$ cat src/hdl/rga_pkg.sv
package rga_pkg;

    localparam int FRAME_WIDTH_DEF  = 480;
    localparam int FRAME_HEIGHT_DEF = 800;

    localparam int D2_W       = 20;  // squared distance width when inside
    localparam int S_W        = 26;  // sqrt(d2) in Q16
    localparam int Q_W        = 16;  // ratio in Q16
    localparam int SQRT_STEPS = 26;
    localparam int DIV_STEPS  = 16;
    localparam int SQRT_REM_W = 28;
    localparam int RAD_W      = 10;

    typedef enum logic [2:0] {
        REG_CENTER_X   = 3'd0,
        REG_CENTER_Y   = 3'd1,
        REG_RADIUS     = 3'd2,
        REG_GLOW_RED   = 3'd3,
        REG_GLOW_GREEN = 3'd4,
        REG_GLOW_BLUE  = 3'd5
    } cfg_reg_t;

    typedef struct packed {
        logic signed [11:0] center_x;
        logic signed [11:0] center_y;
        logic [RAD_W-1:0]   radius;
        logic [7:0]         glow_red;
        logic [7:0]         glow_green;
        logic [7:0]         glow_blue;
    } cfg_t;

    typedef struct packed {
        logic [15:0] color;
        logic        in_glow;
    } pix_t;

endpackage

$ cat src/hdl/rga_sqrt.sv
module rga_sqrt (
    input  logic                    clk,
    input  logic                    rst_n,
    input  logic                    adv,
    input  logic                    in_vld,
    input  logic [rga_pkg::D2_W-1:0] d2,
    input  rga_pkg::pix_t           in_pix,
    output logic                    out_vld,
    output logic [rga_pkg::S_W-1:0] root,
    output rga_pkg::pix_t           out_pix
);
    import rga_pkg::*;

    // root of d2 * 2^32, one result bit per stage
    logic                  vld_reg  [SQRT_STEPS];
    logic [SQRT_REM_W-1:0] rem_reg  [SQRT_STEPS];
    logic [S_W-1:0]        root_reg [SQRT_STEPS];
    logic [D2_W-1:0]       src_reg  [SQRT_STEPS];
    pix_t                  pix_reg  [SQRT_STEPS];

    for (genvar k = 0; k < SQRT_STEPS; k++)
    begin : g_step
        logic                  p_vld;
        logic [SQRT_REM_W-1:0] p_rem;
        logic [S_W-1:0]        p_root;
        logic [D2_W-1:0]       p_src;
        pix_t                  p_pix;
        logic [SQRT_REM_W+1:0] rem_sh;
        logic [SQRT_REM_W+1:0] trial;
        logic                  ge;
        logic [SQRT_REM_W+1:0] rem_sub;

        if (k == 0)
        begin : g_first
            assign p_vld  = in_vld;
            assign p_rem  = '0;
            assign p_root = '0;
            assign p_src  = d2;
            assign p_pix  = in_pix;
        end
        else
        begin : g_rest
            assign p_vld  = vld_reg[k-1];
            assign p_rem  = rem_reg[k-1];
            assign p_root = root_reg[k-1];
            assign p_src  = src_reg[k-1];
            assign p_pix  = pix_reg[k-1];
        end

        always_comb
        begin
            rem_sh  = {p_rem, p_src[D2_W-1 -: 2]};
            trial   = (SQRT_REM_W+2)'({p_root, 2'b01});
            ge      = rem_sh >= trial;
            rem_sub = rem_sh - trial;
        end

        always_ff @(posedge clk or negedge rst_n)
        begin
            if (!rst_n)
            begin
                vld_reg[k] <= 1'b0;
            end
            else if (adv)
            begin
                vld_reg[k] <= p_vld;
            end
        end

        always_ff @(posedge clk)
        begin
            if (adv)
            begin
                rem_reg[k]  <= ge ? rem_sub[SQRT_REM_W-1:0] : rem_sh[SQRT_REM_W-1:0];
                root_reg[k] <= {p_root[S_W-2:0], ge};
                src_reg[k]  <= {p_src[D2_W-3:0], 2'b00};
                pix_reg[k]  <= p_pix;
            end
        end
    end

    assign out_vld = vld_reg[SQRT_STEPS-1];
    assign root    = root_reg[SQRT_STEPS-1];
    assign out_pix = pix_reg[SQRT_STEPS-1];

endmodule

$ cat config.mk
export PLATFORM = sky130hd
export DESIGN_NAME = rga_sqrt
export DESIGN_NICKNAME = d
export VERILOG_FILES = /design/src/hdl/rga_pkg.sv /design/src/hdl/rga_sqrt.sv
export SDC_FILE = /design/constraint.sdc
export NUM_CORES = 2
export LEC_CHECK = 0
export BUFFER_PORTS_ARGS = -buffer_cell sky130_fd_sc_hd__buf_2
export CELL_PAD_IN_SITES_DETAIL_PLACEMENT = 0
export CELL_PAD_IN_SITES_GLOBAL_PLACEMENT = 1
export CORE_MARGIN = 8
export CORE_UTILIZATION = 53
export CTS_CLUSTER_SIZE = 16
export DETAILED_ROUTE_END_ITERATION = 10
export PLACE_DENSITY = 0.77
export SLEW_MARGIN = 20
export SYNTH_ARGS = -nofsm -noshare
export SYNTH_HDL_FRONTEND = slang
export SYNTH_SLANG_ARGS = --single-unit
$ cat constraint.sdc
create_clock -name clk -period 4.2 [get_ports clk]
set_clock_uncertainty 0.15 [all_clocks]
set_input_delay 0.63 -clock clk [delete_from_list [all_inputs] [get_ports clk]]
set_output_delay 0.63 -clock clk [all_outputs]
set_load 0.05 [all_outputs]
==> reports/qor.csv <==
stage;metric;value;unit
outcome;status;complete, no violations;
cts;post_cts_resized;0;
critical_path;r2r_slack;290;ps
yosys;ys.flop_type;edfxtp_1;
place;place_area;75300;µm²
place;port_buffers;84;
sta;rsz0062_at_grt;false;
routing;wire_per_inst;17.8;µm
sta;finalHoldViolCount;0;
die;die_h;385;µm
yosys;synth_top_area_share;63.8;%
yosys;syn-num-nets;5934;
sta;final_max_slew_viol_count;0;
yosys;syn-cell-area;72000;µm²
yosys;synth_edf_count;1530;
global_routing;grt_pass1_wl;220000;µm
pwr;p_leak;0.0310;µW
cts;clk_pin_slew_worst_paths;60;ps
cts;cts_max_path_buffers;3;
yosys;synth_warnings;0;
critical_path;path_class;reg -> reg;
sta;fin_crit_sh;93.1;%
sta;finalCriticalPeriod;3910;ps
yosys;ys_ff_latch;1556;
yosys;synthTopCellsByArea;edfxtp_1 64%, ha_1 6.0%, xor2_1 3.5%;
routing;dr.max_layer_used;met4;
die;fp.dieW;385;µm
pwr;peakVddDrop;0.388;mV
sta;tightest_slew;919;ps
sta;finalSetupTns;0;ps
routing;drt-pass1-iter-count;7;
cts;insertion_delay;800;ps
finish;utilization;60.0;%
yosys;ys_seq_area_share;64.7;%
cts;numCtsBuffers;164;
routing;viasPerCell;5.43;
routing;drt.antenna.violating_nets;0;
cts;cts-htree-levels;4;
die;ioPinCount;85;
die;rows;135;
die;core_area;135000;µm²
place;gp_congestion;0.833;
finish;largest_reg_flops;647;
routing;drc;0;
critical_path;cp_data_arrival_time;4280;ps
routing;routed_wl;138000;µm
place;dp.cells;7389;
routing;via_count;42000;
finish;drive_gt1_share;8.90;%
routing;route.met2.wl;68600;µm
routing;wl_met3;5300;µm
global_routing;antenna_found_initial;0;
job;maxCapViolCount;0;
yosys;async_reset_ff_share;1.67;%
place;pre_cts_ws;352;ps
finish;postLayoutCellArea;81100;µm²
critical_path;startpoint_type;flip-flop;
routing;wl_met1;60000;µm
cts;clock_sinks;1556;
global_routing;grt_pass1_vias;41700;
critical_path;crit_path_end_kind;flip-flop;
finish;diodes;0;
global_routing;grt_max_degree;101;
min_path;hold_path_class;in -> reg;
die;dieArea;148000;µm²
finish;finalNetCount;6218;
finish;fin_cells;7726;
pwr;p_per_area;513;nW/µm²
global_routing;grt-ovfl-total;0;
global_routing;grt_usage;18.6;%
finish;area_delta_synth_final;12.6;%
place;dp_hpwl;98200;µm
critical_path;path_max_fanout;9;
cts;root_buffer;clkbuf_16;
routing;drt-initial-drc-count;2547;
sta;finalWorstSetupSlack;291;ps
yosys;synth_area_per_cell;13.0;µm²
sta;fmax;256;MHz
sta;setup_violations;0;
yosys;synth.distinct_cells;86;
cts;cts_tree;built;
yosys;synth_cells;5530;
critical_path;crit_required;4570;ps
yosys;yosysTopAreaCell;edfxtp_1;
sta;slew_headroom;38.1;%
die;start_util;53.3;%
cts;post-cts-setup-buffers;0;
-- final timing paths --
kind	start	endpoint	cells after the start
worst min-delay path	adv	src_reg[0][41]	1
min in group asynchronous	rst_n	g_step[25].p_vld	2
worst min register to register	pix_reg[2][7]	pix_reg[3][7]	0
max in group asynchronous	rst_n	g_step[13].p_vld	2
worst max register to register	rem_reg[6][12]	rem_reg[7][19]	9
worst max-delay path	rem_reg[6][12]	rem_reg[7][19]	9
-- synth_stat cells (29+ instances only) --
cell      number
edfxtp_1    1530
inv_1        479
nand2_1      402
nor2_1       352
ha_1         348
o21ai_0      320
xor2_1       289
a21oi_1      280
xnor2_1      194
nor3_1       149
a21o_1        98
nor4_1        89
nand3_1       85
clkbuf_1      82
mux2_2        72
nand2b_1      70
o21a_1        67
nor2b_1       54
or3_1         42
o31ai_1       40
a211oi_1      38
or4_1         36
nand4_1       29
-- critical path, stage by stage (launching register included) --
cell and delay (ps):
edfxtp_1 440, or4_4 560, or4_4 440, or3_4 380, or3_4 360, o41ai_2 400
or2b_2 270, nand3_2 210, nor4_1 300, xor2_1 110
-- layer usage --
layer  up-vias  global-route usage (%)
met5         -                       0
met4         0                    5.85
met3       218                    3.14
met2       673                    32.4
met1     20200                    23.7
li1      20900                       -
-- cell usage in the layout, fill, tap and decap left out, drive strengths merged, types with 89 or more instances in the layout --
cell / instances
ha: 348
o21ai: 323
inv: 483
nand2: 402
a21oi: 280
clkbuf: 197
a21o: 98
buf: 168
edfxtp: 1530
xor2: 289
xnor2: 194
nor3: 150
nor4: 89
nor2: 352
-- power by group --
part           total [µW]  internal [µW]  switching [µW]
registers           20600          19300            1250
clock network       14300           8210            6140
logic                6650           2850            3790
total               41600          30400           11200
-- cells by family after synthesis --
group                    Yosys count  share of synthesized area, %
multiplexers                      79                          1.22
flip-flops                      1556                          64.7
buffers and inverters            570                          2.98
adder cells (fa/ha/maj)          363                          6.46
XOR/XNOR                         483                          5.87
AO/OA/AOI/OAI                   1046                          9.06
other                              1                       0.00521
AND/OR/NAND/NOR                 1432                          9.71
-- metrics by stage --
| step | power, µW | hold slack (ps) |
|---|---|---|
| 2_1_floorplan | 25200 | 184 |
| 3_3_place_gp | 27400 | 250 |
| 4_1_cts | 42100 | 157 |
| 5_1_grt | 43600 | 170 |
| 6_report | 41600 | 178 |
| 3_5_place_dp | 27500 | 255 |
-- what timing repair did --
item,in CTS,in global routing
endpoints found under the setup margin,0,0
hold endpoints to repair,65,0
hold buffers,40,0
-- layout make-up --
type / instances / area, µm²
tap: 1781 / 2230
fill: 10700 / 54000
inverter: 480 / 1800
sequential: 1556 / 46600
multi-input combinational: 3404 / 23300
timing repair buffer: 208 / 1740
clock inverter: 100 / 1170
clock buffer: 197 / 4260
No activity file was read; power rests on OpenSTA's default activity.
