===== config.mk =====
export PLATFORM = sky130hd
export DESIGN_NAME = rga_div
export DESIGN_NICKNAME = d
export VERILOG_FILES = /design/src/hdl/rga_pkg.sv /design/src/hdl/rga_div.sv
export SDC_FILE = /design/constraint.sdc
export NUM_CORES = 1
export LEC_CHECK = 0
export ABC_CLOCK_PERIOD_IN_PS = 2800
export BUFFER_PORTS_ARGS = -buffer_cell sky130_fd_sc_hd__buf_2
export CAP_MARGIN = 10
export CORE_MARGIN = 1
export CORE_UTILIZATION = 35
export CTS_BUF_LIST = sky130_fd_sc_hd__clkbuf_16
export CTS_CLUSTER_DIAMETER = 100
export DETAILED_ROUTE_END_ITERATION = 8
export PLACE_DENSITY = 0.56
export REMOVE_ABC_BUFFERS = 1
export SLEW_MARGIN = 20
export SYNTH_ARGS = -nofsm -noshare
export SYNTH_HDL_FRONTEND = slang
export SYNTH_SLANG_ARGS = --single-unit

===== constraint.sdc =====
create_clock -name clk -period 2.8 [get_ports clk]
set_input_delay 0.14 -clock clk [delete_from_list [all_inputs] [get_ports clk]]
set_output_delay 0.14 -clock clk [all_outputs]
set_load 0.03 [all_outputs]

===== src/hdl/rga_pkg.sv =====
package rga_pkg;

    localparam int FRAME_WIDTH_DEF  = 480;
    localparam int FRAME_HEIGHT_DEF = 800;

    localparam int D2_W       = 20;  // squared distance width when inside
    localparam int S_W        = 26;  // sqrt(d2) in Q16
    localparam int Q_W        = 16;  // ratio in Q16
    localparam int SQRT_STEPS = 26;
    localparam int DIV_STEPS  = 16;
    localparam int SQRT_REM_W = 28;
    localparam int RAD_W      = 10;

    typedef enum logic [2:0] {
        REG_CENTER_X   = 3'd0,
        REG_CENTER_Y   = 3'd1,
        REG_RADIUS     = 3'd2,
        REG_GLOW_RED   = 3'd3,
        REG_GLOW_GREEN = 3'd4,
        REG_GLOW_BLUE  = 3'd5
    } cfg_reg_t;

    typedef struct packed {
        logic signed [11:0] center_x;
        logic signed [11:0] center_y;
        logic [RAD_W-1:0]   radius;
        logic [7:0]         glow_red;
        logic [7:0]         glow_green;
        logic [7:0]         glow_blue;
    } cfg_t;

    typedef struct packed {
        logic [15:0] color;
        logic        in_glow;
    } pix_t;

endpackage


===== src/hdl/rga_div.sv =====
module rga_div (
    input  logic                      clk,
    input  logic                      rst_n,
    input  logic                      adv,
    input  logic [rga_pkg::RAD_W-1:0] radius,
    input  logic                      in_vld,
    input  logic [rga_pkg::S_W-1:0]   root,
    input  rga_pkg::pix_t             in_pix,
    output logic                      out_vld,
    output logic [rga_pkg::Q_W-1:0]   ratio,
    output rga_pkg::pix_t             out_pix
);
    import rga_pkg::*;

    // restoring division, one quotient bit per stage; top bits of root are below radius when radius is nonzero
    logic             vld_reg [DIV_STEPS];
    logic [RAD_W-1:0] rem_reg [DIV_STEPS];
    logic [Q_W-1:0]   q_reg   [DIV_STEPS];
    logic [Q_W-1:0]   dvd_reg [DIV_STEPS];
    pix_t             pix_reg [DIV_STEPS];

    for (genvar k = 0; k < DIV_STEPS; k++)
    begin : g_step
        logic             p_vld;
        logic [RAD_W-1:0] p_rem;
        logic [Q_W-1:0]   p_q;
        logic [Q_W-1:0]   p_dvd;
        pix_t             p_pix;
        logic [RAD_W:0]   rem_sh;
        logic [RAD_W:0]   rem_sub;
        logic             ge;

        if (k == 0)
        begin : g_first
            assign p_vld = in_vld;
            assign p_rem = root[S_W-1:Q_W];
            assign p_q   = '0;
            assign p_dvd = root[Q_W-1:0];
            assign p_pix = in_pix;
        end
        else
        begin : g_rest
            assign p_vld = vld_reg[k-1];
            assign p_rem = rem_reg[k-1];
            assign p_q   = q_reg[k-1];
            assign p_dvd = dvd_reg[k-1];
            assign p_pix = pix_reg[k-1];
        end

        always_comb
        begin
            rem_sh  = {p_rem, p_dvd[Q_W-1]};
            ge      = rem_sh >= {1'b0, radius};
            rem_sub = rem_sh - {1'b0, radius};
        end

        always_ff @(posedge clk or negedge rst_n)
        begin
            if (!rst_n)
            begin
                vld_reg[k] <= 1'b0;
            end
            else if (adv)
            begin
                vld_reg[k] <= p_vld;
            end
        end

        always_ff @(posedge clk)
        begin
            if (adv)
            begin
                rem_reg[k] <= ge ? rem_sub[RAD_W-1:0] : rem_sh[RAD_W-1:0];
                q_reg[k]   <= {p_q[Q_W-2:0], ge};
                dvd_reg[k] <= {p_dvd[Q_W-2:0], 1'b0};
                pix_reg[k] <= p_pix;
            end
        end
    end

    assign out_vld = vld_reg[DIV_STEPS-1];
    assign ratio   = q_reg[DIV_STEPS-1];
    assign out_pix = pix_reg[DIV_STEPS-1];

endmodule


==> impl_metrics.ini, run 1 <==
[power]
p_comb_share_pct = 31.5
peakVddDrop_v = 0.000425
p_seq_share_pct = 40.6
p_clk_share_pct = 27.9
power.density_nw_per_um2 = 1010
switching_share_pct = 28.7
p_sw_mw = 10.3
finalPower_mw = 36.1
leakage_nw = 13.5
power.internal_mw = 25.7

[route]
ant_nets = 0
dr_wl_met3_mm = 2.10
drc = 0
vias = 15400
first_iter_violations = 921
viasPerCell = 4.74
wl_mm = 53.5
top_layer = met4
drt-met1-wl_mm = 24.0
dr_wl_met2_mm = 25.8
dr.pass1.iters = 5
avgRoutedWirePerCell_microns = 16.4

[cts]
insertion_delay_ns = 0.61
cts_resized = 0
cts_tree = yes
clock-root-buffer = clkbuf_16
htreeDepth = 3
cts_sinks = 694
clk_pin_slew_ns = 0.06
cts_buffers = 77
clockBufferDepth = 3

[yosys]
synth_top_area_share_pct = 68.3
synth-compound-area-share_pct = 7.40
ys.flop_type = edfxtp_1
synth_top_area_cell = edfxtp_1
yosys.area_share.simple_pct = 4.27
synth.most_common_cell = edfxtp_1
synth.distinct_cells = 44
ys_seq_area_share_pct = 69.6
yosys-top-cells-count = 678 x edfxtp_1, 160 x ha_1, 98 x mux2_4
synthTopCellsByArea = edfxtp_1 68%, ha_1 6.7%, mux2_4 4.9%
syn-mean-instance-area_sq_um = 17.2
synth_cells = 1735
synth_warnings = 0
synth_adder_area_share_pct = 7.72
ys_async_sr_fraction_pct = 2.31
synth_xor_area_share_pct = 3.08
synth_top_family_by_area = adder cells
netlist_area_sq_um = 29800
synth.ff_latch_count = 694
synth_mux_area_share_pct = 6.87
synth_edf_count = 678

[finish]
area_growth_pct = 20.0
nets = 2290
diodes = 0
stdcell_count = 3254
largest_reg_flops = 272
drive_above_1_share_pct = 23.2

[worst_setup_path]
crit_start = rem_reg[1][7]
cp.required_ns = 3.16
end_kind = flop
worst_r2r_path_depth = 8
worstReg2RegStart = rem_reg[1][7]
crit_arrival_ns = 2.85
r2r_slack_ns = 0.31
path_class = flop to flop
cp-start-kind = flop
r2r-end = rem_reg[2][2]
critPathMaxFanout = 8

[floorplanning]
start_util_pct = 35.5
dieWidth_microns = 294
num_rows = 106
core_area_sq_um = 84000
die_y_microns = 294
fp.dieArea_sq_um = 86400
io-pin-count = 91

[sta]
tightest_slew_ns = 0.712
setup_tns_ns = 0
rsz0062_at_grt = false
drv_slew = 0
setup_viol = 0
fmax_mhz = 402
relSlewSlack_pct = 52.4
fin_ws_ns = 0.313
post-route-period-util_pct = 88.8
min_period_ns = 2.49
final_hold_viol_count = 0
skew_ns = 0.0155

[placed_design]
dp.cells = 3066
pre_cts_slack_ns = 0.261
place.gp.congestion = 0.802
io_buffers = 90
hpwlAfterDp_mm = 34.1

[run]
drv_cap = 0

[grt]
grt_pass1_wl_mm = 85.1
grt_max_degree = 123
grt.total_usage_pct = 12.6
grt_overflow_total = 0
grt_antenna_before_repair = 0
grt_pass1_vias = 15900

[worst_hold_path]
hold_class = input port to flop
min_to = q_reg[0][0]
hold_depth = 4
hp-start = root[25]

[run_status]
status = finished clean
metal layers:
layer,vias up,track usage [%]
li1,7497,-
met1,7553,16.0
met2,242,21.0
met3,118,2.45
met4,0,4.89
met5,-,0
layout by cell type, fill, tap and decap left out, types with 33 or more instances in the layout:
cell	synthesis	layout
edfxtp_1	678	678
buf_4	0	90
mux2_4	98	98
dlygate4sd3_1	0	47
nand2_1	74	74
inv_1	55	68
clkbuf_16	0	77
nor4_1	33	33
xnor2_1	74	74
a21o_1	33	33
ha_1	160	160
buf_2	0	89
a21oi_1	81	81
nor2_1	44	44
power groups by stage:
stage / combinational (mW) / sequential, mW / clock (mW)
floorplan: 8.51 / 14.5 / 0
global placement: 11.1 / 14.9 / 0
detailed placement: 11.3 / 14.9 / 0
CTS: 11.4 / 14.7 / 10.5
global route: 12.5 / 14.8 / 10.9
finish: 11.4 / 14.7 / 10.1
worst max-delay path by stage:
| stage | end | slack [ns] | cells past startpoint |
|---|---|---|---|
| finish | rem_reg[2][2] | 0.31 | 8 |
| global route | rem_reg[2][2] | 0.16 | 8 |
| CTS | rem_reg[2][2] | 0.29 | 8 |
| detailed placement | rem_reg[2][4] | 0.26 | 11 |
| global placement | rem_reg[3][2] | 0.34 | 10 |
| floorplan | rem_reg[3][2] | 0.03 | 8 |
layout make-up:
| cell class | count | area, sq um |
|---|---|---|
| Fill cell | 7383 | 48200 |
| Sequential cell | 694 | 20800 |
| Multi-Input combinational cell | 969 | 8750 |
| Timing Repair Buffer | 246 | 1990 |
| Clock buffer | 77 | 1930 |
| Tap cell | 1134 | 1420 |
| Clock inverter | 64 | 636 |
| Inverter | 70 | 300 |
worst max-delay path: stages (launching register included):
cell and delay (ns):
edfxtp_1 0.43, ha_1 0.40, nand3_1 0.18, nor4_1 0.39, nor4_1 0.09, buf_4 0.15, o21a_4 0.14, inv_4 0.14
mux2_4 0.31
what timing repair did:
item	4_1_cts	5_1_grt
buffers inserted	0	0
endpoints found under the hold margin	85	0
hold buffers	47	0
metrics by stage:
step | instance area (sq um) | util [%] | hold slack [ns]
6_report | 35800 | 42.6 | 0.0541
5_1_grt | 35800 | 42.6 | 0.0296
4_1_cts | 35800 | 42.6 | 0.0118
3_5_place_dp | 32700 | 39.0 | 0.0720
3_3_place_gp | 32700 | 39.0 | 0.0595
2_1_floorplan | 29800 | - | -0.156
logic make-up after synthesis:
| kind of cell | Yosys count |
|---|---|
| fa+ha+maj | 175 |
| xor+xnor | 105 |
| simple gates | 244 |
| compound gates | 294 |
| flops | 694 |
| mux | 151 |
| buf+inv | 72 |
No activity file was read; power rests on OpenSTA's default activity.
==> inputs of run 2 (changes only) <==
--- a/config.mk
+++ b/config.mk
@@ -6,14 +6,14 @@
 export NUM_CORES = 1
 export LEC_CHECK = 0
 export ABC_CLOCK_PERIOD_IN_PS = 2800
-export BUFFER_PORTS_ARGS = -buffer_cell sky130_fd_sc_hd__buf_2
 export CAP_MARGIN = 10
 export CORE_MARGIN = 1
 export CORE_UTILIZATION = 35
 export CTS_BUF_LIST = sky130_fd_sc_hd__clkbuf_16
 export CTS_CLUSTER_DIAMETER = 100
 export DETAILED_ROUTE_END_ITERATION = 8
-export PLACE_DENSITY = 0.56
+export DONT_BUFFER_PORTS = 1
+export PLACE_DENSITY = 0.55
 export REMOVE_ABC_BUFFERS = 1
 export SLEW_MARGIN = 20
 export SYNTH_ARGS = -nofsm -noshare
==> impl_metrics.ini, run 2 (synthesis gave the netlist of run 1 again) <==
[sta]
rsz0062_at_grt = false
post-route-period-util_pct = 88.4
setup_viol = 0
relSlewSlack_pct = -9.78
tightest_slew_ns = 1.65
drv_slew = 123
min_period_ns = 2.48
hold_slack_ns = 0.00419
fmax_mhz = 404
fin_ws_ns = 0.324
skew_ns = 0.0522
final_hold_viol_count = 0
setup_tns_ns = 0

[power]
power.density_nw_per_um2 = 1020
peakVddDrop_v = 0.000476
p_seq_share_pct = 41.5
power.internal_mw = 25.4
p_clk_share_pct = 27.5
leakage_nw = 13.0
p_comb_share_pct = 31.0
p_sw_mw = 10.2
switching_share_pct = 28.7
finalPower_mw = 35.7

[cts]
cts_tree = yes
post_cts_buffers = 0
clock-root-buffer = clkbuf_16
insertion_delay_ns = 0.64
clockBufferDepth = 3
htreeDepth = 3
cts_buffers = 78
cts_sinks = 694
clk_pin_slew_ns = 0.06

[run_status]
status = complete, but fails checks
violations = slew limit

[floorplanning]
dieWidth_microns = 294
die_y_microns = 294
fp.dieArea_sq_um = 86400
io-pin-count = 91
num_rows = 106
start_util_pct = 35.5
core_area_sq_um = 84000

[worst_hold_path]
hold_depth = 0
hold_class = input port to flop

[route]
viasPerCell = 4.75
first_iter_violations = 841
dr.pass1.iters = 5
avgRoutedWirePerCell_microns = 17.1
ant_nets = 0
wl_mm = 53.7
vias = 14900
drc = 0

[finish]
final_cell_mix = 678 x edfxtp_1, 160 x ha_1, 98 x mux2_4
postLayoutCellArea_sq_um = 35100
diodes = 0
final_common_cell = edfxtp_1
stdcell_count = 3143
fillCellCount = 7517
final_core_util_pct = 41.8
area_growth_pct = 17.6
nets = 2178
largest_reg_flops = 272
drive_above_1_share_pct = 17.7

[worst_setup_path]
worst_r2r_path_depth = 9
end_kind = flop
cp.required_ns = 3.17
crit_arrival_ns = 2.85
path_class = input port to flop
max_stage_delay_ns = 0.57
cp-start-kind = input port
cpMostUsedCell = dlygate4sd3_1
critPathMaxFanout = 4
path_cells = dlygate4sd3_1 -> ha_1 -> nand3_2 -> nor4_1 -> a2111oi_2 -> o21a_4 -> mux2_1 -> dlygate4sd3_1
cpMaxStageDelayCell = dlygate4sd3_1

[placed_design]
io_buffers = 0
pre_cts_slack_ns = 0.390
hpwlAfterDp_mm = 32.3
place.gp.congestion = 0.837
dp.cells = 2933
placed_area_sq_um = 31800

[grt]
grt_max_degree = 695
grt_overflow_total = 0
grt_pass1_wl_mm = 83.7
grt_antenna_before_repair = 2
grt.total_usage_pct = 12.4
grt_pass1_vias = 15400

[run]
drv_cap = 0
## run 2: worst paths after layout
check                          startpoint          endpoint  slack (ns)
min reg2reg                  q_reg[1][80]      q_reg[1][97]        0.38
max reg2reg                dvd_reg[4][14]     rem_reg[9][8]        0.36
min in group asynchronous           rst_n  g_step[15].p_vld        0.56
min                                   adv     pix_reg[1][4]       0.004
max in group asynchronous           rst_n  g_step[11].p_vld        1.78
max                              root[24]     rem_reg[0][1]        0.32
## run 2: critical path, delay by kind of cell
family,cells,cell delay [ns]
fa+ha+maj,1,0.36
mux,1,0.33
compound gates,2,0.69
buf+inv,2,1.12
simple gates,2,0.21
## run 2: cell type report
cell class / count / area, sq um / area share, %
Sequential cell: 694 / 20800 / 59.2
Clock buffer: 78 / 1950 / 5.57
Clock inverter: 65 / 566 / 1.61
Timing Repair Buffer: 133 / 1320 / 3.76
Inverter: 70 / 300 / 0.856
Tap cell: 1134 / 1420 / 4.05
Multi-Input combinational cell: 969 / 8750 / 25.0
## run 2: timing repair
item	4_1_cts	5_1_grt
hold buffers	66	1
hold endpoints to repair	758	54
setup endpoints to repair	0	0
resized for setup	0	0
## run 2: per-layer routing
metal / global-route usage [%] / vias up / wire, microns
met5: 0 / - / 8
met4: 6.01 / 2 / 1820
met3: 2.61 / 114 / 2270
met2: 19.6 / 256 / 24700
met1: 16.2 / 7287 / 24900
li1: - / 7263 / -
## run 2: power groups by stage
stage,clock network [mW],registers [mW],logic [mW]
after floorplan,0,14.5,8.51
after global placement,0,15.0,10.7
after detailed placement,0,15.0,10.9
after CTS,10.2,14.8,11.2
after global routing,10.6,15.0,12.2
final,9.81,14.8,11.1
