==> config.mk <==
export PLATFORM = sky130hd
export DESIGN_NAME = rga_blend
export DESIGN_NICKNAME = d
export VERILOG_FILES = /design/src/hdl/rga_pkg.sv /design/src/hdl/rga_blend.sv
export SDC_FILE = /design/constraint.sdc
export NUM_CORES = 1
export LEC_CHECK = 0
export ABC_AREA = 1
export BUFFER_PORTS_ARGS = -buffer_cell sky130_fd_sc_hd__clkbuf_2
export CAP_MARGIN = 40
export CORE_MARGIN = 1
export CORE_UTILIZATION = 51
export DETAILED_ROUTE_END_ITERATION = 12
export PLACE_DENSITY = 0.71
export SYNTH_ARGS = -nofsm -noshare
export SYNTH_HDL_FRONTEND = slang
export SYNTH_SLANG_ARGS = --single-unit
==> constraint.sdc <==
create_clock -name clk -period 6.1 [get_ports clk]
set_clock_uncertainty 0.15 [all_clocks]
set_input_delay 0 -clock clk [delete_from_list [all_inputs] [get_ports clk]]
set_output_delay 0 -clock clk [all_outputs]
set_load 0.1 [all_outputs]
==> src/hdl/rga_pkg.sv <==
package rga_pkg;

    localparam int FRAME_WIDTH_DEF  = 480;
    localparam int FRAME_HEIGHT_DEF = 800;

    localparam int D2_W       = 20;  // squared distance width when inside
    localparam int S_W        = 26;  // sqrt(d2) in Q16
    localparam int Q_W        = 16;  // ratio in Q16
    localparam int SQRT_STEPS = 26;
    localparam int DIV_STEPS  = 16;
    localparam int SQRT_REM_W = 28;
    localparam int RAD_W      = 10;

    typedef enum logic [2:0] {
        REG_CENTER_X   = 3'd0,
        REG_CENTER_Y   = 3'd1,
        REG_RADIUS     = 3'd2,
        REG_GLOW_RED   = 3'd3,
        REG_GLOW_GREEN = 3'd4,
        REG_GLOW_BLUE  = 3'd5
    } cfg_reg_t;

    typedef struct packed {
        logic signed [11:0] center_x;
        logic signed [11:0] center_y;
        logic [RAD_W-1:0]   radius;
        logic [7:0]         glow_red;
        logic [7:0]         glow_green;
        logic [7:0]         glow_blue;
    } cfg_t;

    typedef struct packed {
        logic [15:0] color;
        logic        in_glow;
    } pix_t;

endpackage

==> src/hdl/rga_blend.sv <==
module rga_blend (
    input  logic                    clk,
    input  logic                    rst_n,
    input  logic                    adv,
    input  rga_pkg::cfg_t           cfg,
    input  logic                    in_vld,
    input  logic [rga_pkg::Q_W-1:0] ratio,
    input  rga_pkg::pix_t           in_pix,
    output logic                    out_vld,
    output rga_pkg::pix_t           out_pix
);
    import rga_pkg::*;

    logic        u_vld_reg;
    logic [16:0] u_reg;
    pix_t        u_pix_reg;

    logic        t_vld_reg;
    logic [16:0] t_reg;
    pix_t        t_pix_reg;

    logic        a_vld_reg;
    logic [5:0]  ar_reg;
    logic [5:0]  ag_reg;
    logic [5:0]  ab_reg;
    pix_t        a_pix_reg;

    logic        o_vld_reg;
    pix_t        o_pix_reg;

    logic [33:0] u_sq;
    logic [21:0] pr;
    logic [22:0] pg;
    logic [21:0] pb;
    logic [6:0]  sr;
    logic [6:0]  sg;
    logic [6:0]  sb;
    logic [4:0]  cr;
    logic [5:0]  cg;
    logic [4:0]  cb;

    always_comb
    begin
        u_sq = u_reg * u_reg;
        pr   = t_reg * cfg.glow_red[7:3];
        pg   = t_reg * cfg.glow_green[7:2];
        pb   = t_reg * cfg.glow_blue[7:3];
        sr   = {2'b0, a_pix_reg.color[15:11]} + {1'b0, ar_reg};
        sg   = {1'b0, a_pix_reg.color[10:5]}  + {1'b0, ag_reg};
        sb   = {2'b0, a_pix_reg.color[4:0]}   + {1'b0, ab_reg};
        cr   = (sr > 7'd31) ? 5'd31 : sr[4:0];
        cg   = (sg > 7'd63) ? 6'd63 : sg[5:0];
        cb   = (sb > 7'd31) ? 5'd31 : sb[4:0];
    end

    always_ff @(posedge clk or negedge rst_n)
    begin
        if (!rst_n)
        begin
            u_vld_reg <= 1'b0;
            t_vld_reg <= 1'b0;
            a_vld_reg <= 1'b0;
            o_vld_reg <= 1'b0;
        end
        else if (adv)
        begin
            u_vld_reg <= in_vld;
            t_vld_reg <= u_vld_reg;
            a_vld_reg <= t_vld_reg;
            o_vld_reg <= a_vld_reg;
        end
    end

    always_ff @(posedge clk)
    begin
        if (adv)
        begin
            u_reg     <= 17'h10000 - {1'b0, ratio};
            u_pix_reg <= in_pix;
            t_reg     <= u_sq[32:16];
            t_pix_reg <= u_pix_reg;
            ar_reg    <= pr[21:16];
            ag_reg    <= pg[21:16];
            ab_reg    <= pb[21:16];
            a_pix_reg <= t_pix_reg;
            o_pix_reg.in_glow <= a_pix_reg.in_glow;
            o_pix_reg.color   <= a_pix_reg.in_glow ? {cr, cg, cb} : a_pix_reg.color;
        end
    end

    assign out_vld = o_vld_reg;
    assign out_pix = o_pix_reg;

endmodule

==> metrics.txt, run 1 <==
Post-Synthesis Cells=2,589; total CTS buffers=17; Max FO, Critical Path=6; vias in the first global route=17,600; Worst Path Required=6.16 ns; CP Cell Sequence=buf_4, nand2_1, fa_1, fa_1, inv_1, fa_1, fa_1, fa_1, inv_1, fa_1, inv_1, ha_1, a21oi_1, a21boi_0, nand2_1, a211oi_1, nand2_1, nand2_1, nand2_1; register area share after synthesis=17.4%; global placement routability congestion=0.904; Initial Utilization=51.9%; Starting DRT DRC Count=845; I/O pin cnt=113; crit path kind=flop to flop; most frequent CP cell=fa_1; CP startpoint kind=flop; area of the die=42,400 sq um; Slew HR=42.3%; Clk Latency, worst-skew pair=0.45 ns; area growth from synthesis to layout=9.42%; worst setup path start=u_reg[14]$_DFFE_PP_; initial antenna violation count=0; crit-path leading delay family=adder cells; CP max stage cell=fa_1; register area=3700 sq um; final max-slew violation count=0; Worst Tran Pin Value=0.866 ns; critical path capture point type=flop; Crit path buffers/inverters=4; synth warn=0; Arr. time, crit path=5.90 ns; fin nets=3,300; # diodes=0; Max-Cap Viols=0; synthesized flop and latch total=124; die width=206 um; CTS Root Cell=clkbuf_16; antenna viol nets, final=0; fin crit share=95.8%; DP Worst Slack=0.246 ns; Worst R2R Setup Slack=0.26 ns; Die H=206 um; Min Hold Slack=0.0332 ns; CTS H-Tree Depth=4; # DRC=0; Post-synth ARST share=3.23%; via count=16,300; final hold violation count=0; core box area=40,900 sq um; area of the multi-input gates=14,600 sq um; Resized cells post-CTS=0; # port buffers=70; ys flop type=edfxtp_1; DP Area=22,000 sq um; Final WS setup=0.256 ns; fin cells=3,205; Netlist cell types=51; routed wire length per instance=13.9 um; Post-synth EDFFs=120; post-route cell area=23,200 sq um; status=complete, no violations; Post-DP HPWL=35,700 um; CTS tree=built; Hold WC Path Type=input pin to flop; setup violators final=0; min-delay src=adv; final wirelength=44,700 um; largest net degree at the start of global routing=68; Max Freq=0.171 GHz; Reg-to-Reg Start=u_reg[14]$_DFFE_PP_; Total Routing Usage GR=23.0%; share of cells above drive strength 1=6.06%; row cnt=74; net count after synthesis=3,229; Vias/cell=5.08; fillers=3,644; CTS clk-pin slew, worst paths=0.06 ns; total gr overflow=0; mapped cell area=21,200 sq um; clock sinks=124; slowest stage delay, CP=0.56 ns; crit path time final=5.84 ns; maximum buffer depth of the clock tree=2; global-route wire length before repair=78,400 um; synthesized area per cell=8.20 sq um; first-pass detailed-route iteration total=5; DP Cell Count=3,110
[area by class of cell]
class                      instances  share of cell area [%]
multi-input combinational       1702                    63.0
sequential                       124                    15.9
clock buffer                      17                    1.83
timing repair buffer             155                    4.81
clock inverter                    15                   0.846
tap                              532                    2.87
inverter                         660                    10.7
[worst reg2reg max path: stages, from the launching register on]
cell and delay (ns):
edfxtp_1 0.53, buf_4 0.20, nand2_1 0.08, fa_1 0.56, fa_1 0.55, inv_1 0.05
fa_1 0.48, fa_1 0.50, fa_1 0.49, inv_1 0.05, fa_1 0.47, inv_1 0.04
ha_1 0.33, a21oi_1 0.21, a21boi_0 0.32, nand2_1 0.13, a211oi_1 0.29, nand2_1 0.08
nand2_1 0.07, nand2_1 0.04
[cells in the final DEF, fill, tap and decap left out, types with 12 or more instances in the layout]
cell	synthesis	layout
edfxtp_1	120	120
dlygate4sd3_1	0	50
nor3_1	21	21
xor2_1	38	38
a21o_1	15	15
o21ai_0	42	42
nand3_1	63	63
buf_4	3	36
clkbuf_2	3	69
clkbuf_16	0	17
o21bai_1	12	12
inv_1	657	657
xnor2_1	16	16
nand2_1	663	663
fa_1	340	340
a21oi_1	95	95
ha_1	205	205
nor2_1	126	126
[logic make-up after synthesis]
kind of cell | after synthesis | share of synthesized area, %
flops | 124 | 17.4
simple gates | 907 | 17.2
mux | 1 | 0.0530
fa+ha+maj | 545 | 44.2
buf+inv | 763 | 13.6
xor+xnor | 54 | 2.23
compound gates | 195 | 5.31
[Yosys cell counts, types with 3 or more instances]
cell type  instances  area (sq um)
nand2_1          663          2490
inv_1            657          2470
fa_1             340          6810
ha_1             205          2560
nor2_1           126           473
edfxtp_1         120          3600
a21oi_1           95           475
clkbuf_1          94           353
nand3_1           63           315
o21ai_0           42           210
xor2_1            38           333
nor3_1            21           105
xnor2_1           16           140
a21o_1            15           113
o21bai_1          12          90.1
nand4_1           10          62.6
o21a_1             5          37.5
a31oi_1            4          25.0
dfrtp_1            4           100
o211ai_1           4          30.0
o21ai_2            4          35.0
or2_2              4          25.0
a21boi_0           3          22.5
buf_4              3          22.5
clkbuf_2           3          15.0
inv_2              3          11.3
o21ai_1            3          15.0
[final timing paths]
path,to,cells after the start
worst max-delay path,t_reg[11]$_DFFE_PP_,19
worst min-delay path,t_pix_reg[0]$_DFFE_PP_,1
worst max register to register,t_reg[11]$_DFFE_PP_,19
worst min register to register,a_pix_reg[2]$_DFFE_PP_,0
max in group asynchronous,a_vld_reg$_DFFE_PN0P_,3
min in group asynchronous,t_vld_reg$_DFFE_PN0P_,3
[routing by layer]
| layer | vias to the layer above | wire length [um] | GRT usage [%] |
|---|---|---|---|
| li1 | 7846 | - | - |
| met3 | 103 | 2100 | 3.61 |
| met4 | 0 | 1400 | 8.93 |
| met2 | 406 | 22300 | 40.6 |
| met5 | - | 0 | 0 |
| met1 | 7941 | 18900 | 28.0 |
[what timing repair did]
| action | in CTS | in global routing |
|---|---|---|
| setup endpoints to repair | 0 | 9 |
| endpoints found under the hold margin | 39 | 0 |
| buffers inserted | 0 | 13 |
| hold buffers | 50 | 0 |
[through the flow]
step	util, %	TNS [ns]
global route	56.8	-0.00962
CTS	56.5	0
finish	56.8	0
global placement	53.8	0
detailed placement	53.8	0
floorplan	-	0
Power of run 1 is left out: the tool's default activity adds up to more than one toggle a clock period on the data nets, which glitch-free logic cannot reach.
==> run 2: changes to the inputs <==
- CORE_UTILIZATION: 51 -> 55
- PLACE_DENSITY: 0.71 -> 0.76
- SLEW_MARGIN: not set -> 5
==> metrics.txt, run 2 (synthesis results as in run 1) <==
setup violators final=0 (unchanged); critical path capture point type=flop; final wirelength=45,000 um (+0.81%); status=complete, no violations; min-delay src=adv; area of the die=39,400 sq um (-7.2%); area growth from synthesis to layout=9.27%; Max Freq=0.170 GHz (-0.63%); Slew HR=42.6% (+0.31 points); worst r2r path cells=21 (+2); Clk Latency, worst-skew pair=0.45 ns (about the same); crit path kind=flop to flop; die width=198 um (-3.7%); worst setup path start=u_reg[9]$_DFFE_PP_; total CTS buffers=17 (unchanged); final hold violation count=0 (unchanged); Die H=198 um (-3.7%); Initial Utilization=56.1% (+4.2 points); Max-Cap Viols=0 (unchanged); # port buffers=70 (unchanged); vias in the first global route=17,200 (-2.2%); most frequent CP cell=fa_1; maximum buffer depth of the clock tree=2 (unchanged); slowest stage delay, CP=0.57 ns (about the same); Worst Setup EP=t_reg[13]$_DFFE_PP_; fin nets=3,304 (+0.12%); crit-path leading delay family=adder cells; Hold WC Path Type=input pin to flop; Worst Tran Pin Value=0.861 ns (-0.00469 ns); CP startpoint kind=flop; CTS H-Tree Depth=4 (unchanged); Crit path buffers/inverters=6 (+2); end-of-flow core utilization=61.3% (+4.5 points); row cnt=71 (-4.1%); # diodes=0 (unchanged); total gr overflow=0 (unchanged); Arr. time, crit path=5.93 ns (+0.03 ns); core box area=37,800 sq um (-7.5%); Worst R2R Setup Slack=0.22 ns (-0.04 ns); crit path time final=5.88 ns (+0.0369 ns); via count=16,400 (+0.50%); CTS clk-pin slew, worst paths=0.06 ns (about the same); routed wire length per instance=14.1 um (+1.3%); reg2reg end=t_reg[13]$_DFFE_PP_; Max FO, Critical Path=5 (-1); CP Cell Sequence=buf_4, nand2_1, inv_1, fa_1, inv_1, fa_1, inv_1, fa_1, fa_1, fa_1, inv_1, fa_1, inv_1, ha_1, a21oi_1, o21ai_0, o21bai_1, a21oi_1, nand2_1, nand2_1, nand2_1; Post-DP HPWL=35,900 um (+0.52%); clock sinks=124 (unchanged); share of cells above drive strength 1=6.31% (+0.25 points); Starting DRT DRC Count=770 (-8.9%); Vias/cell=5.14 (+1.0%); final max-slew violation count=0 (unchanged); Crit path depth=21 (+2); first-pass detailed-route iteration total=5 (unchanged); I/O pin cnt=113 (unchanged); CP max stage cell=fa_1; antenna viol nets, final=0 (unchanged); CTS Root Cell=clkbuf_16; # DRC=0 (unchanged); initial antenna violation count=1 (+1); largest net degree at the start of global routing=68 (unchanged); Total Routing Usage GR=24.6% (+1.6 points); CTS tree=built; commonest non-fill, non-tap cell in the layout=nand2_1; global-route wire length before repair=77,200 um (-1.5%); global placement routability congestion=0.922 (+2.0%); Worst Path Required=6.15 ns (about the same); fin crit share=96.4% (+0.61 points); most frequent cells in the layout=663 x nand2_1, 657 x inv_1, 340 x fa_1; Reg-to-Reg Start=u_reg[9]$_DFFE_PP_
-- run 2: cell count changes in the layout (fill, tap and decap cells not counted), sizes merged --
cell and change:
clkinv -1, dlygate4sd3 -1, inv +3, bufinv -2, buf +5
-- run 2: metrics by stage --
stage,instance area [sq um],hold slack (ns),setup WS [ns],TNS [ns],cells
floorplan,21200,-0.446,0.418,0,2589
global placement,22000,-0.344,0.244,0,3088
detailed placement,22000,-0.337,0.173,0,3088
CTS,23100,0.0191,0.175,0,3169
global route,23200,0.0515,-0.0281,-0.0600,3188
finish,23200,0.0165,0.219,0,3188
-- run 2: per-layer routing --
layer	share of wire (%)	vias to the layer above	GRT usage, %
li1	-	7865	-
met1	41	7932	30.0
met2	51	490	44.0
met4	2.5	0	8.97
met3	5.7	91	3.46
met5	0	-	0
-- run 2: area by class of cell --
class                           count  area [sq um]
Clock buffer                       17           425
Sequential cell                   124          3700
Inverter                          660          2480
Multi-Input combinational cell   1702         14600
Timing Repair Buffer              159          1140
Fill cell                        3267         14700
Clock inverter                     15           164
Tap cell                          511           639
-- run 2: worst reg2reg max path, cell delays in order, from the launching register on --
cell and delay, ns:
edfxtp_1 0.51, buf_4 0.21, nand2_1 0.11, inv_1 0.07, fa_1 0.49, inv_1 0.05, fa_1 0.51, inv_1 0.07
fa_1 0.57, fa_1 0.44, fa_1 0.50, inv_1 0.05, fa_1 0.47, inv_1 0.04, ha_1 0.33, a21oi_1 0.25
o21ai_0 0.24, o21bai_1 0.23, a21oi_1 0.19, nand2_1 0.07, nand2_1 0.06, nand2_1 0.04
-- run 2: how the worst min path moves through the flow --
stage,end,cells past startpoint
after floorplan,a_vld_reg$_DFFE_PN0P_,0
after global routing,a_pix_reg[3]$_DFFE_PP_,1
final,a_pix_reg[0]$_DFFE_PP_,1
after detailed placement,out_vld$_DFFE_PN0P_,1
after global placement,out_vld$_DFFE_PN0P_,1
after CTS,a_pix_reg[0]$_DFFE_PP_,1
-- run 2: what timing repair did --
item	in CTS	in global routing
endpoints found under the hold margin	39	0
setup endpoints to repair	0	10
hold buffers	49	0
resized for setup	0	1
setup buffers	0	19
Power of run 2 is left out for the same reason.
